[src/sv/word_tokenizer_line_tracker_assert.svh]
// Assertion macros for the word tokenizer.
// Included by the top level; compiled to nothing when SYNTHESIS is defined.
`ifndef WORD_TOKENIZER_LINE_TRACKER_ASSERT_SVH
`define WORD_TOKENIZER_LINE_TRACKER_ASSERT_SVH
`ifndef SYNTHESIS
`define WTL_ASSERT_ALWAYS(label, cond, msg) \
	label: assert property (@(posedge clk) disable iff (!arst_n) (cond)) else $error(msg);
`define WTL_ASSERT_IMPLIES(label, ante, cons, msg) \
	label: assert property (@(posedge clk) disable iff (!arst_n) (ante) |-> (cons)) \
		else $error(msg);
`else
`define WTL_ASSERT_ALWAYS(label, cond, msg)
`define WTL_ASSERT_IMPLIES(label, ante, cons, msg)
`endif
`endif

[src/sv/wtl_pkg.sv]
`timescale 1ns / 1ps
// Shared types, character constants and classification functions
// for the word tokenizer. No dependencies.
package wtl_pkg;

	localparam logic [7:0] CH_DIGIT_0 = 8'h30;
	localparam logic [7:0] CH_DIGIT_9 = 8'h39;
	localparam logic [7:0] CH_UPPER_A = 8'h41;
	localparam logic [7:0] CH_UPPER_Z = 8'h5A;
	localparam logic [7:0] CH_LOWER_A = 8'h61;
	localparam logic [7:0] CH_LOWER_Z = 8'h7A;
	localparam logic [7:0] CH_HYPHEN  = 8'h2D;
	localparam logic [7:0] CH_APOS    = 8'h27;
	localparam logic [7:0] CH_NEWLINE = 8'h0A;
	localparam logic [7:0] CASE_OFFSET = 8'd32;

	localparam int LINE_W = 32;
	localparam logic [LINE_W-1:0] LINE_FIRST = 32'd1;
	localparam logic [LINE_W-1:0] LINE_LAST  = 32'hFFFF_FFFF;

	// Per-word details that travel with an emit command
	typedef struct packed {
		logic              bank;
		logic              too_long;
		logic [LINE_W-1:0] line;
	} cmd_info_t;

	// One character on its way to the output
	typedef struct packed {
		logic [LINE_W-1:0] line;
		logic              too_long;
		logic              last;
		logic [7:0]        ch;
	} char_t;

	function automatic logic is_digit(input logic [7:0] c);
		return (c >= CH_DIGIT_0) && (c <= CH_DIGIT_9);
	endfunction

	function automatic logic is_upper(input logic [7:0] c);
		return (c >= CH_UPPER_A) && (c <= CH_UPPER_Z);
	endfunction

	function automatic logic is_word_char(input logic [7:0] c);
		return is_digit(c) || is_upper(c) || ((c >= CH_LOWER_A) && (c <= CH_LOWER_Z))
			|| (c == CH_HYPHEN) || (c == CH_APOS);
	endfunction

endpackage

[src/sv/word_tokenizer_line_tracker.sv]
`timescale 1ns / 1ps
// Word tokenizer with line tracking: one text byte per item in, one word character per item out.
// Input: one byte per cycle while a buffer bank is free; else input stalls until the oldest word is read out.
// Output: one character per cycle while the output is ready, set by the single read port of the word buffer memory.
// From a word's ending byte to its first output character: command queue, read state, buffer read, output register.
// Reset (arst_n low, asynchronous): line count to one, no word, no skip, queues empty; buffer not cleared.
module word_tokenizer_line_tracker #(
	parameter int MAX_WORD_LEN = 20
) (
	input  logic        clk,
	input  logic        arst_n,
	input  logic        s_axis_tvalid,
	output logic        s_axis_tready,
	input  logic [7:0]  s_axis_tdata,  // [7:0] text_byte
	input  logic        s_axis_tuser,  // [0] end_of_text
	output logic        m_axis_tvalid,
	input  logic        m_axis_tready,
	output logic [39:0] m_axis_tdata,  // [7:0] word_char, [39:8] line_number
	output logic        m_axis_tuser,  // [0] too_long
	output logic        m_axis_tlast   // last_char
);
	import wtl_pkg::*;

	`include "word_tokenizer_line_tracker_assert.svh"

	localparam int LEN_W  = $clog2(MAX_WORD_LEN + 1);
	localparam int IDX_W  = (MAX_WORD_LEN > 1) ? $clog2(MAX_WORD_LEN) : 1;
	localparam int ADDR_W = IDX_W + 1;

	logic              wr_en;
	logic [ADDR_W-1:0] wr_addr;
	logic [7:0]        wr_data;
	logic              cmd_push;
	logic [LEN_W-1:0]  push_len;
	cmd_info_t         push_info;
	logic              cmd_pop;
	logic              cmd_valid;
	logic              fifo_full;
	logic [LEN_W-1:0]  head_len;
	cmd_info_t         head_info;
	logic              release_bank;
	char_t             out_char;

	wtl_front #(
		.MAX_WORD_LEN(MAX_WORD_LEN),
		.LEN_W       (LEN_W),
		.ADDR_W      (ADDR_W)
	) u_front (
		.clk         (clk),
		.arst_n      (arst_n),
		.in_valid    (s_axis_tvalid),
		.in_ready    (s_axis_tready),
		.text_byte   (s_axis_tdata),
		.end_of_text (s_axis_tuser),
		.release_bank(release_bank),
		.wr_en       (wr_en),
		.wr_addr     (wr_addr),
		.wr_data     (wr_data),
		.cmd_push    (cmd_push),
		.cmd_len     (push_len),
		.cmd_info    (push_info)
	);

	wtl_cmd_fifo #(
		.LEN_W(LEN_W)
	) u_cmd_fifo (
		.clk      (clk),
		.arst_n   (arst_n),
		.push     (cmd_push),
		.push_len (push_len),
		.push_info(push_info),
		.pop      (cmd_pop),
		.not_empty(cmd_valid),
		.full     (fifo_full),
		.head_len (head_len),
		.head_info(head_info)
	);

	wtl_back #(
		.LEN_W (LEN_W),
		.ADDR_W(ADDR_W)
	) u_back (
		.clk         (clk),
		.arst_n      (arst_n),
		.wr_en       (wr_en),
		.wr_addr     (wr_addr),
		.wr_data     (wr_data),
		.cmd_valid   (cmd_valid),
		.cmd_len     (head_len),
		.cmd_info    (head_info),
		.cmd_pop     (cmd_pop),
		.release_bank(release_bank),
		.out_valid   (m_axis_tvalid),
		.out_ready   (m_axis_tready),
		.out_char    (out_char)
	);

	assign m_axis_tdata = {out_char.line, out_char.ch};
	assign m_axis_tuser = out_char.too_long;
	assign m_axis_tlast = out_char.last;

	`WTL_ASSERT_IMPLIES(a_push_has_room, cmd_push, !fifo_full, "command pushed into full queue")
	`WTL_ASSERT_IMPLIES(a_pop_has_cmd, cmd_pop, cmd_valid, "command popped from empty queue")
	`WTL_ASSERT_IMPLIES(a_ready_has_room, s_axis_tready, !fifo_full, "input ready with full queue")
	`WTL_ASSERT_IMPLIES(a_queued_len_nonzero, cmd_push, push_len != '0, "empty word queued")

endmodule

[src/sv/wtl_front.sv]
`timescale 1ns / 1ps
// Front end: accepts text bytes, classifies them, fills the word buffer banks
// and pushes emit commands. Depends on wtl_pkg.
module wtl_front #(
	parameter int MAX_WORD_LEN = 20,
	parameter int LEN_W = 5,
	parameter int ADDR_W = 6
) (
	input  logic                clk,
	input  logic                arst_n,
	input  logic                in_valid,
	output logic                in_ready,
	input  logic [7:0]          text_byte,
	input  logic                end_of_text,
	input  logic                release_bank,
	output logic                wr_en,
	output logic [ADDR_W-1:0]   wr_addr,
	output logic [7:0]          wr_data,
	output logic                cmd_push,
	output logic [LEN_W-1:0]    cmd_len,
	output wtl_pkg::cmd_info_t  cmd_info
);
	import wtl_pkg::*;

	localparam int IDX_W = ADDR_W - 1;
	localparam logic [LEN_W-1:0] LEN_MAX = LEN_W'(MAX_WORD_LEN);

	logic [LEN_W-1:0]  len_q, len_d;
	logic              skip_q, skip_d;
	logic [LINE_W-1:0] line_q, line_d;
	logic              bank_q;
	logic [1:0]        busy_q;
	logic              accept;
	logic              too_long;

	// two banks: take bytes while the current one is not held by the back end
	assign in_ready = (busy_q != 2'd2);
	assign accept   = in_valid && in_ready;

	always_comb begin
		cmd_push = 1'b0;
		too_long = 1'b0;
		wr_en    = 1'b0;
		len_d    = len_q;
		skip_d   = skip_q;
		line_d   = line_q;
		if (accept) begin
			if (end_of_text) begin
				skip_d = 1'b0;
				cmd_push = (len_q != '0);
			end else if (is_word_char(text_byte)) begin
				if (!skip_q) begin
					if (len_q == LEN_MAX) begin
						cmd_push = 1'b1;
						too_long = 1'b1;
						skip_d   = 1'b1;
					end else if (is_digit(text_byte)) begin
						len_d  = '0;
						skip_d = 1'b1;
					end else begin
						wr_en = 1'b1;
						len_d = len_q + 1'b1;
					end
				end
			end else begin
				if (skip_q) begin
					skip_d = 1'b0;
				end else begin
					cmd_push = (len_q != '0);
				end
				if ((text_byte == CH_NEWLINE) && (line_q != LINE_LAST)) begin
					line_d = line_q + 1'b1;
				end
			end
			if (cmd_push) begin
				len_d = '0;
			end
		end
	end

	assign wr_addr = {bank_q, len_q[IDX_W-1:0]};
	assign wr_data = is_upper(text_byte) ? (text_byte + CASE_OFFSET) : text_byte;

	assign cmd_len           = len_q;
	assign cmd_info.bank     = bank_q;
	assign cmd_info.too_long = too_long;
	assign cmd_info.line     = line_q;

	always_ff @(posedge clk or negedge arst_n) begin
		if (!arst_n) begin
			len_q  <= '0;
			skip_q <= 1'b0;
			line_q <= LINE_FIRST;
			bank_q <= 1'b0;
			busy_q <= 2'd0;
		end else begin
			len_q  <= len_d;
			skip_q <= skip_d;
			line_q <= line_d;
			if (cmd_push) begin
				bank_q <= ~bank_q;
			end
			case ({cmd_push, release_bank})
				2'b10:   busy_q <= busy_q + 2'd1;
				2'b01:   busy_q <= busy_q - 2'd1;
				default: busy_q <= busy_q;
			endcase
		end
	end

endmodule

[src/sv/wtl_cmd_fifo.sv]
`timescale 1ns / 1ps
// Two-entry queue of emit commands between front and back end.
// Depends on wtl_pkg.
module wtl_cmd_fifo #(
	parameter int LEN_W = 5
) (
	input  logic               clk,
	input  logic               arst_n,
	input  logic               push,
	input  logic [LEN_W-1:0]   push_len,
	input  wtl_pkg::cmd_info_t push_info,
	input  logic               pop,
	output logic               not_empty,
	output logic               full,
	output logic [LEN_W-1:0]   head_len,
	output wtl_pkg::cmd_info_t head_info
);
	import wtl_pkg::*;

	logic [LEN_W-1:0] len_q  [2];
	cmd_info_t        info_q [2];
	logic             wr_ptr_q, rd_ptr_q;
	logic [1:0]       count_q;

	assign not_empty = (count_q != 2'd0);
	assign full      = (count_q == 2'd2);
	assign head_len  = len_q[rd_ptr_q];
	assign head_info = info_q[rd_ptr_q];

	always_ff @(posedge clk) begin
		if (push) begin
			len_q[wr_ptr_q]  <= push_len;
			info_q[wr_ptr_q] <= push_info;
		end
	end

	always_ff @(posedge clk or negedge arst_n) begin
		if (!arst_n) begin
			wr_ptr_q <= 1'b0;
			rd_ptr_q <= 1'b0;
			count_q  <= 2'd0;
		end else begin
			if (push) begin
				wr_ptr_q <= ~wr_ptr_q;
			end
			if (pop) begin
				rd_ptr_q <= ~rd_ptr_q;
			end
			case ({push, pop})
				2'b10:   count_q <= count_q + 2'd1;
				2'b01:   count_q <= count_q - 2'd1;
				default: count_q <= count_q;
			endcase
		end
	end

endmodule

[src/sv/wtl_back.sv]
`timescale 1ns / 1ps
// Back end: holds the two-bank word buffer, reads out queued words one character a cycle
// if there is room and drives the output register with a skid stage. Depends on wtl_pkg.
module wtl_back #(
	parameter int LEN_W = 5,
	parameter int ADDR_W = 6
) (
	input  logic               clk,
	input  logic               arst_n,
	input  logic               wr_en,
	input  logic [ADDR_W-1:0]  wr_addr,
	input  logic [7:0]         wr_data,
	input  logic               cmd_valid,
	input  logic [LEN_W-1:0]   cmd_len,
	input  wtl_pkg::cmd_info_t cmd_info,
	output logic               cmd_pop,
	output logic               release_bank,
	output logic               out_valid,
	input  logic               out_ready,
	output wtl_pkg::char_t     out_char
);
	import wtl_pkg::*;

	localparam int IDX_W = ADDR_W - 1;
	localparam int DEPTH = 1 << ADDR_W;

	logic [7:0]       mem [DEPTH];

	logic             active_q;
	logic             bank_q;
	logic             too_long_q;
	logic [LINE_W-1:0] line_q;
	logic [LEN_W-1:0] len_q;
	logic [IDX_W-1:0] idx_q;

	logic             rd_valid_s1;
	logic [7:0]       rd_data_s1;
	logic             last_s1;
	logic             too_long_s1;
	logic [LINE_W-1:0] line_s1;

	logic             out_valid_q;
	char_t            out_q;
	logic             skid_valid_q;
	char_t            skid_q;

	char_t            arr_s1;
	logic             pop_out;
	logic             out_free;
	logic [1:0]       occ;
	logic             room;
	logic             issue;
	logic             last_rd;

	assign pop_out  = out_valid_q && out_ready;
	assign out_free = !out_valid_q || pop_out;
	assign occ      = 2'(out_valid_q) + 2'(skid_valid_q) + 2'(rd_valid_s1);
	// a read may start only if out and skid can still hold it when it lands
	assign room     = (occ < 2'd2) || ((occ == 2'd2) && pop_out);
	assign issue    = active_q && room;
	assign last_rd  = (LEN_W'(idx_q) + 1'b1) == len_q;

	assign release_bank = issue && last_rd;
	assign cmd_pop      = cmd_valid && (!active_q || release_bank);

	always_ff @(posedge clk) begin
		if (wr_en) begin
			mem[wr_addr] <= wr_data;
		end
		if (issue) begin
			rd_data_s1 <= mem[{bank_q, idx_q}];
		end
	end

	always_ff @(posedge clk) begin
		if (cmd_pop) begin
			bank_q     <= cmd_info.bank;
			too_long_q <= cmd_info.too_long;
			line_q     <= cmd_info.line;
			len_q      <= cmd_len;
		end
		if (issue) begin
			last_s1     <= last_rd;
			too_long_s1 <= too_long_q;
			line_s1     <= line_q;
		end
	end

	assign arr_s1.line     = line_s1;
	assign arr_s1.too_long = too_long_s1;
	assign arr_s1.last     = last_s1;
	assign arr_s1.ch       = rd_data_s1;

	always_ff @(posedge clk or negedge arst_n) begin
		if (!arst_n) begin
			active_q    <= 1'b0;
			idx_q       <= '0;
			rd_valid_s1 <= 1'b0;
		end else begin
			rd_valid_s1 <= issue;
			if (cmd_pop) begin
				active_q <= 1'b1;
				idx_q    <= '0;
			end else if (release_bank) begin
				active_q <= 1'b0;
			end else if (issue) begin
				idx_q <= idx_q + 1'b1;
			end
		end
	end

	// output register with one skid entry
	always_ff @(posedge clk) begin
		if (out_free) begin
			if (skid_valid_q) begin
				out_q <= skid_q;
				if (rd_valid_s1) begin
					skid_q <= arr_s1;
				end
			end else if (rd_valid_s1) begin
				out_q <= arr_s1;
			end
		end else if (rd_valid_s1) begin
			skid_q <= arr_s1;
		end
	end

	always_ff @(posedge clk or negedge arst_n) begin
		if (!arst_n) begin
			out_valid_q  <= 1'b0;
			skid_valid_q <= 1'b0;
		end else begin
			if (out_free) begin
				out_valid_q  <= skid_valid_q || rd_valid_s1;
				skid_valid_q <= skid_valid_q && rd_valid_s1;
			end else if (rd_valid_s1) begin
				skid_valid_q <= 1'b1;
			end
		end
	end

	assign out_valid = out_valid_q;
	assign out_char  = out_q;

endmodule
[config.mk]
export PLATFORM = sky130hd
export DESIGN_NAME = word_tokenizer_line_tracker
export DESIGN_NICKNAME = d
export VERILOG_FILES = /design/src/sv/wtl_pkg.sv /design/src/sv/word_tokenizer_line_tracker.sv /design/src/sv/wtl_front.sv /design/src/sv/wtl_cmd_fifo.sv /design/src/sv/wtl_back.sv
export VERILOG_INCLUDE_DIRS = /design/src /design/src/sv
export SDC_FILE = /design/constraint.sdc
export NUM_CORES = 1
export LEC_CHECK = 0
export BUFFER_PORTS_ARGS = -buffer_cell sky130_fd_sc_hd__buf_2
export CAP_MARGIN = 20
export CORE_MARGIN = 3
export CORE_UTILIZATION = 33
export DETAILED_ROUTE_END_ITERATION = 8
export PLACE_DENSITY = 0.55
export SLEW_MARGIN = 0
export SYNTH_ARGS = -nofsm -noshare
export SYNTH_HDL_FRONTEND = slang
export SYNTH_SLANG_ARGS = --single-unit
[constraint.sdc]
create_clock -name clk -period 13.6 [get_ports clk]
set_input_delay 2.04 -clock clk [delete_from_list [all_inputs] [get_ports clk]]
set_output_delay 2.04 -clock clk [all_outputs]
set_load 0.02 [all_outputs]
==> metrics.md, run 1 <==
| Metric | Value |
|---|---|
| Synth Register Bits | between 800 and 900 |
| Setup_tns | 0 ns |
| Crit Reg-Reg Endpoint | u_cmd_fifo.count_q[1]$_DFFE_PN0P_ |
| FF-to-FF Start | u_back.idx_q[0]$_DFFE_PN0P_ |
| Hold Path Cell Cnt | 0 |
| Startpoint types | input pin |
| Synth Area in Simple Gates | 4.44% |
| Status | complete, no violations |
| Worst-path clk slew | about 0.060 ns |
| HP Class | flop to flop |
| Main combinational cell family by area after synthesis | multiplexers |
| Total GRT Usage | between 10% and 20% |
| Most frequent cells after synthesis | edfxtp_1, mux4_2, nor2_1 |
| Fin worst setup slack | slightly below 8 ns |
| Vias in the first global route | 15294 |
| Total iterations of the first detailed-routing run | 5 |
| Ys flop type | edfxtp_1 |
| Compound-cell area share of the yosys netlist | between 1.5 and 2% |
| Worst path slowest cell | nand4_1 |
| CP bufs+invs | 2 |
| Final setup fails | 0 |
| CP top delay family | simple AND/OR/NAND/NOR gates |
| # resized after CTS | 0 |
| Mapped Area | 31400 um2 |
| Required @ worst endpoint | between 10 and 15 ns |
| Num CTS Buffers | between 70 and 80 |
| Post-Synth XOR/XNOR Area | under 10% |
| Fmax | about 0.18 GHz |
| R2R depth | 10 |
| Core area | between 90000 and 100000 um2 |
| CP Class | input pin to flop |
| Share of the synthesized area in the top cell type | 72.2% |
| First-pass GRT wire length | 104000 um |
| Design area | about 36000 um2 |
| Routed len/inst | roughly 24 um |
| Root Driver | clkbuf_16 |
| Drt drc | 0 |
| Count leader, synth | edfxtp_1 |
| DR vias | roughly 15000 |
| Endpoint class of the critical path | flop |
| Adder-cell share of the synthesized area | less than 1% |
| Worst EP arrival | 5.93 ns |
| Asr flop ratio synth | between 6 and 7% |
| Area Growth Syn to Fin | 14.5% |
| Final WL | approximately 70000 um |
| Max-cap violations | 0 |
| Width of the die | around 310 um |
| Share of layout cells above drive strength 1 | a little over a quarter |
| Hold Violations, Final | 0 |
| # rows | between 100 and 150 |
| Cell taking the most area after synthesis | edfxtp_1 |
| Clock Tree Buf Depth | 3 |
| R2r setup slk | about 9.1 ns |
| Post-synth EDFFs | between 700 and 800 |
| Die height | about 310 um |
| Post-CTS Setup Inserts | 0 |
| CTS tree | done |
| Layout Skew | roughly 0.021 ns |
| Avg Cell Area, Syn | approximately 20 um2 |
| Post-Syn Nets | ~1600 |
| Port bufs | 56 |
| Routed vias/inst | ~5.1 |
| Pin count of the biggest net entering global routing | 69 |
| P_leak | 11.5 nW |
| Mux cell area share after synthesis | 14.5% |
| RSZ-0062 raised after global routing | no |
| Hold_sp | u_back.line_q[16]$_DFFE_PP_ |
| Pre-CTS setup slack | between 7 and 8 ns |
| ANT nets after route | 0 |
| Maximum VDD drop | 0.129 mV |
| Synth cell types | between 60 and 70 |
| Clk sinks | approximately 810 |
| Final net count | 1665 |
| Synth top area cells | edfxtp_1, mux4_2, dfrtp_1 |
| Worst rel slew slack | 26.2% |
| CTS H-tree depth | 3 |
| Clock Latency Late Sink | just over 0.6 ns |
| Synth Instances | 1547 |
| Initial Util | roughly a third |
| Slowest stage delay, CP | approximately 1.1 ns |
| Final period util | 41.9% |
| # fillers | approximately 8500 |
| Dpl cell area | approximately 33000 um2 |
| Hold buffers post-CTS | 0 |
| Pwr/cell area | between 200 and 250 nW/um2 |
| Hold Path End | u_back.line_s1[16]$_DFFE_PP_ |
| Initial antenna violation count | 4 |
| DIE AREA | 98900 um2 |
| Pwr Total | approximately 0.0074 W |
| CP max FO | around 50 |
| Measured slew at the worst slew-check pin | about 1.1 ns |
| Initial DRC Count | about 1400 |
| Final max-slew violation count | 0 |
| Footprint of the multi-input gates | 7050 um2 |
| Critical-path cell list | buf_2 > buf_4 > o211ai_1 > o221ai_1 > o22ai_1 > nand4_1 > nor2_1 |
| Sequential cell area | roughly 24000 um2 |
| Sequential element share of the synthesized area | roughly 76% |
| Post-layout min period | between 5 and 6 ns |
| GPL Wtd Cong | 0.806 |
| GRT overflow | 0 |
| Detailed Place HPWL | approximately 42000 um |
| Io pins | 57 |
| Synth warn | 0 |
## cells in the final DEF, fill, tap and decap left out, types with 12 or more instances in the layout
cell type | netlist | layout
and3_1 | 22 | 22
buf_2 | 16 | 56
buf_4 | 5 | 26
bufinv_16 | 0 | 14
clkbuf_1 | 33 | 12
clkbuf_16 | 0 | 82
clkinv_1 | 0 | 13
dfrtp_1 | 53 | 49
edfxtp_1 | 755 | 755
mux2_2 | 86 | 86
mux2i_1 | 24 | 24
mux4_2 | 148 | 148
nand2_1 | 31 | 31
nand3_1 | 20 | 20
nand4_1 | 28 | 28
nor2_1 | 95 | 94
xnor2_1 | 35 | 34
## metal layers
layer	GRT usage [%]	wire length (um)
met1	19.7	30700
met2	22.2	33300
met3	3.16	4030
met4	4.47	1700
met5	0	13
## power by group
group | switching, W | internal (W) | total [W]
registers | 0.000210 | 0.00316 | 0.00337
clock network | 0.000919 | 0.00138 | 0.00230
logic | 0.000968 | 0.000774 | 0.00174
## how the worst max path moves through the flow
stage	startpoint	to	slack, ns	cells after the start
finish	s_axis_tdata[2]	u_back.mem[53][1]$_DFFE_PP_	7.91	7
global route	s_axis_tdata[2]	u_back.mem[55][3]$_DFFE_PP_	7.68	7
floorplan	s_axis_tdata[5]	u_cmd_fifo.info_q[0][0]$_DFFE_PP_	6.99	7
CTS	s_axis_tdata[2]	u_back.mem[54][7]$_DFFE_PP_	7.94	7
global placement	s_axis_tdata[2]	u_back.mem[60][5]$_DFFE_PP_	7.32	7
detailed placement	s_axis_tdata[2]	u_back.mem[22][5]$_DFFE_PP_	7.26	7
## flip-flops by register name, summed over array words and instances (netlist names), 2 cells and up
| name | count |
|---|---|
| u_back.mem | 512 |
| u_cmd_fifo.info_q | 68 |
| u_back.out_char | 42 |
| u_back.skid_q | 42 |
| u_back.line_q | 32 |
| u_back.line_s1 | 32 |
| u_front.line_q | 32 |
| u_cmd_fifo.len_q | 10 |
| u_back.rd_data_s1 | 8 |
| u_back.idx_q | 5 |
| u_back.len_q | 5 |
| u_front.cmd_len | 5 |
| u_cmd_fifo.count_q | 2 |
| u_front.busy_q | 2 |
## per-stage QoR
step / instances / utilization, % / hold slack [ns]
6_report: 2963 / 38.3 / 0.415
5_1_grt: 2961 / 38.3 / 0.422
4_1_cts: 2958 / 38.3 / 0.419
3_5_place_dp: 2814 / 35.4 / 0.405
3_3_place_gp: 2811 / 35.3 / 0.405
2_1_floorplan: 1547 / - / 0.400
## kinds of logic (layout without fill, tap and decap cells)
family	Yosys count	in the layout
AO/OA/AOI/OAI	73	73
XOR/XNOR	44	44
adder cells (fa/ha/maj)	10	10
buffers and inverters	82	241
flip-flops	809	809
multiplexers	259	259
other	0	3
AND/OR/NAND/NOR	270	270
## final cells by class
class / instances / share of cell area (%)
Timing Repair Buffer: 87 / 1.48
Clock inverter: 48 / 1.72
Sequential cell: 809 / 66.8
Tap cell: 1254 / 4.36
Inverter: 10 / 0.104
Clock buffer: 96 / 5.90
Multi-Input combinational cell: 656 / 19.6
Antenna cell: 3 / 0.0209
Power figures use the tool's default switching activity.
==> run 2: changes to the inputs <==
- PLACE_DENSITY: 0.55 -> 0.57
- clock period: 13.6 -> 4.8 ns (I/O delays scaled with it)
==> run 2 against run 1 <==
  * Clock power increased to 2.8 times the previous value
  * Combinational power grew to 3.0 times the previous value
  * Clock-buffer cell count is 4 higher
  * Global-route usage fell by 0.29 points
  * Power rose to 2.8 times the previous value
  * Final cell count up 0.37%
  * Die area unchanged
  * Worst hold slack worse by 0.16 ns
  * Sequential power grew to 2.8 times the previous value
  * Utilization increased by 0.15 points
  * Register-to-register slack worse by 7.7 ns
  * Critical endpoint is now u_cmd_fifo.info_q[0][17]$_DFFE_PP_
  * Largest cell class unchanged
  * Largest power group unchanged
==> metrics.md, run 2 (same netlist as run 1, synthesis figures left out) <==
| Metric | Value |
|---|---|
| Status | complete, no violations |
| Width of the die | between 300 and 400 um |
| Fmax | roughly 0.27 GHz |
| Diodes inserted | 0 |
| Total GRT Usage | 13.9% |
| CP Class | input pin to flop |
| Clock Latency Late Sink | approximately 0.63 ns |
| Die height | approximately 310 um |
| # fillers | ~8500 |
| Setup_tns | 0 ns |
| Detailed Place HPWL | 42300 um |
| Biggest register | u_back.mem |
| Endpoint class of the critical path | flop |
| Post-layout min period | 3.65 ns |
| Initial Util | approximately 33% |
| Largest regs | u_back.mem (512), u_cmd_fifo.info_q (68) |
| Layout Skew | 0.0304 ns |
| Final setup fails | 0 |
| Initial antenna violation count | 6 |
| Footprint of the multi-input gates | about 7000 um2 |
| CP max FO | 39 |
| ANT nets after route | 0 |
| Total iterations of the first detailed-routing run | 5 |
| # resized after CTS | 0 |
| Commonest non-fill, non-tap cell in the layout | edfxtp_1 |
| Hold buffers post-CTS | 0 |
| Final Core Density | 38.5% |
| # rows | 112 |
| Commonest cells after routing, fill and taps aside | edfxtp_1, mux4_2, nor2_1 |
| Final net count | between 1500 and 2000 |
| Io pins | 57 |
| Measured slew at the worst slew-check pin | approximately 1.1 ns |
| Num CTS Buffers | 80 |
| Clock Tree Buf Depth | 3 |
| CP top delay family | compound AO/OA/AOI/OAI gates |
| Hold Violations, Final | 0 |
| Post-route insts no fill | 2974 |
| Maximum VDD drop | 0.422 mV |
| Worst path slowest cell | o22ai_1 |
| RSZ-0062 raised after global routing | no |
| Critical-path cell list | buf_2 > and3_1 > o221ai_1 > o22ai_1 > mux2i_1 > a211oi_4 > buf_4 |
| First-pass GRT wire length | a little over 100000 um |
| CTS tree | done |
| Drt drc | 0 |
| Worst rel slew slack | a little over a quarter |
| Startpoint types | input pin |
| Max-cap violations | 0 |
| GPL Wtd Cong | 0.760 |
| GRT overflow | 0 |
| CP bufs+invs | 2 |
| Final WL | ~68000 um |
| DR vias | 14767 |
| P_leak | ~12 nW |
| Worst-path clk slew | about 0.060 ns |
| Placed cell count | about 2800 |
| Root Driver | clkbuf_16 |
| Post-CTS Setup Inserts | 0 |
| Final period util | around 76% |
| Initial DRC Count | ~1300 |
| Area Growth Syn to Fin | 15.0% |
| Slowest stage delay, CP | 0.87 ns |
| Sequential cell area | between 20000 and 25000 um2 |
| Port bufs | 56 |
| Hold slack | approximately 0.26 ns |
| Max reg flops | between 500 and 600 |
| Routed len/inst | about 23 um |
| Core area | between 90000 and 100000 um2 |
| HP Class | input pin to async pin |
| Final max-slew violation count | 0 |
| Vias in the first global route | approximately 15000 |
| Pin count of the biggest net entering global routing | between 80 and 90 |
| DIE AREA | a little under 100000 um2 |
| Share of layout cells above drive strength 1 | between 20% and 30% |
| Clk sinks | approximately 800 |
| Routed vias/inst | between 4 and 5 |
| Worst EP arrival | approximately 3.9 ns |
| Design area | about 36000 um2 |
| Dpl cell area | around 33000 um2 |
| Pwr/cell area | between 500 and 600 nW/um2 |
| Required @ worst endpoint | 5.05 ns |
| CTS H-tree depth | 3 |
-- run 2: cell count changes in the layout (fill, tap and decap cells not counted), moves of 3 or more --
cell        delta
clkinvlp_4     +4
buf_12         +4
clkinv_4       +4
buf_4          +9
diode_2        -3
clkinv_1       -5
-- run 2: area by class of cell --
cell class                 instances  share of cell area, %
clock buffer                     100                   5.98
clock inverter                    49                   1.77
inverter                          10                  0.104
multi-input combinational        656                   19.5
sequential                       809                   66.5
tap                             1254                   4.34
timing repair buffer              96                   1.75
-- run 2: layer usage --
metal / vias up / routed length, um / track usage (%)
met5: - / 41 / 0
met4: 6 / 1640 / 4.29
met3: 115 / 4080 / 3.44
met2: 374 / 32200 / 21.7
met1: 7758 / 29700 / 19.2
li1: 6514 / - / -
-- run 2: power breakdown --
| group | switching, W | internal [W] | leakage, nW |
|---|---|---|---|
| registers | 0.000489 | 0.00895 | 7.62 |
| clock network | 0.00265 | 0.00389 | 1.34 |
| logic | 0.00290 | 0.00224 | 2.62 |
-- run 2: worst paths after layout --
path / depth (start not counted) / endpoint / start / slack (ns)
setup / recovery: 7 / u_cmd_fifo.info_q[0][17]$_DFFE_PP_ / s_axis_tdata[4] / 1.15
hold reg to reg: 0 / u_back.line_s1[26]$_DFFE_PP_ / u_back.line_q[26]$_DFFE_PP_ / 0.41
min in group clk: 0 / u_back.line_s1[26]$_DFFE_PP_ / u_back.line_q[26]$_DFFE_PP_ / 0.41
setup reg to reg: 6 / u_back.mem[13][5]$_DFFE_PP_ / u_front.cmd_len[3]$_DFFE_PN0P_ / 1.37
hold / removal: 2 / u_front.line_q[14]$_DFFE_PN0P_ / arst_n / 0.26
max in group asynchronous: 2 / u_back.idx_q[0]$_DFFE_PN0P_ / arst_n / 3.90
-- run 2: per-stage QoR --
step           power (W)  worst slack [ns]
3_3_place_gp      0.0148             0.638
6_report          0.0211              1.15
3_5_place_dp      0.0148             0.540
4_1_cts           0.0214              1.22
2_1_floorplan     0.0131            0.0277
5_1_grt           0.0221             0.962
-- run 2: worst register-to-register path, cell delays in order (launching register included) --
cell and delay, ns:
dfrtp_1 0.89, nand4b_1 0.30, a21boi_0 0.27, and3_1 0.47, nand4_1 0.17, buf_4 0.29
nor2_1 0.68
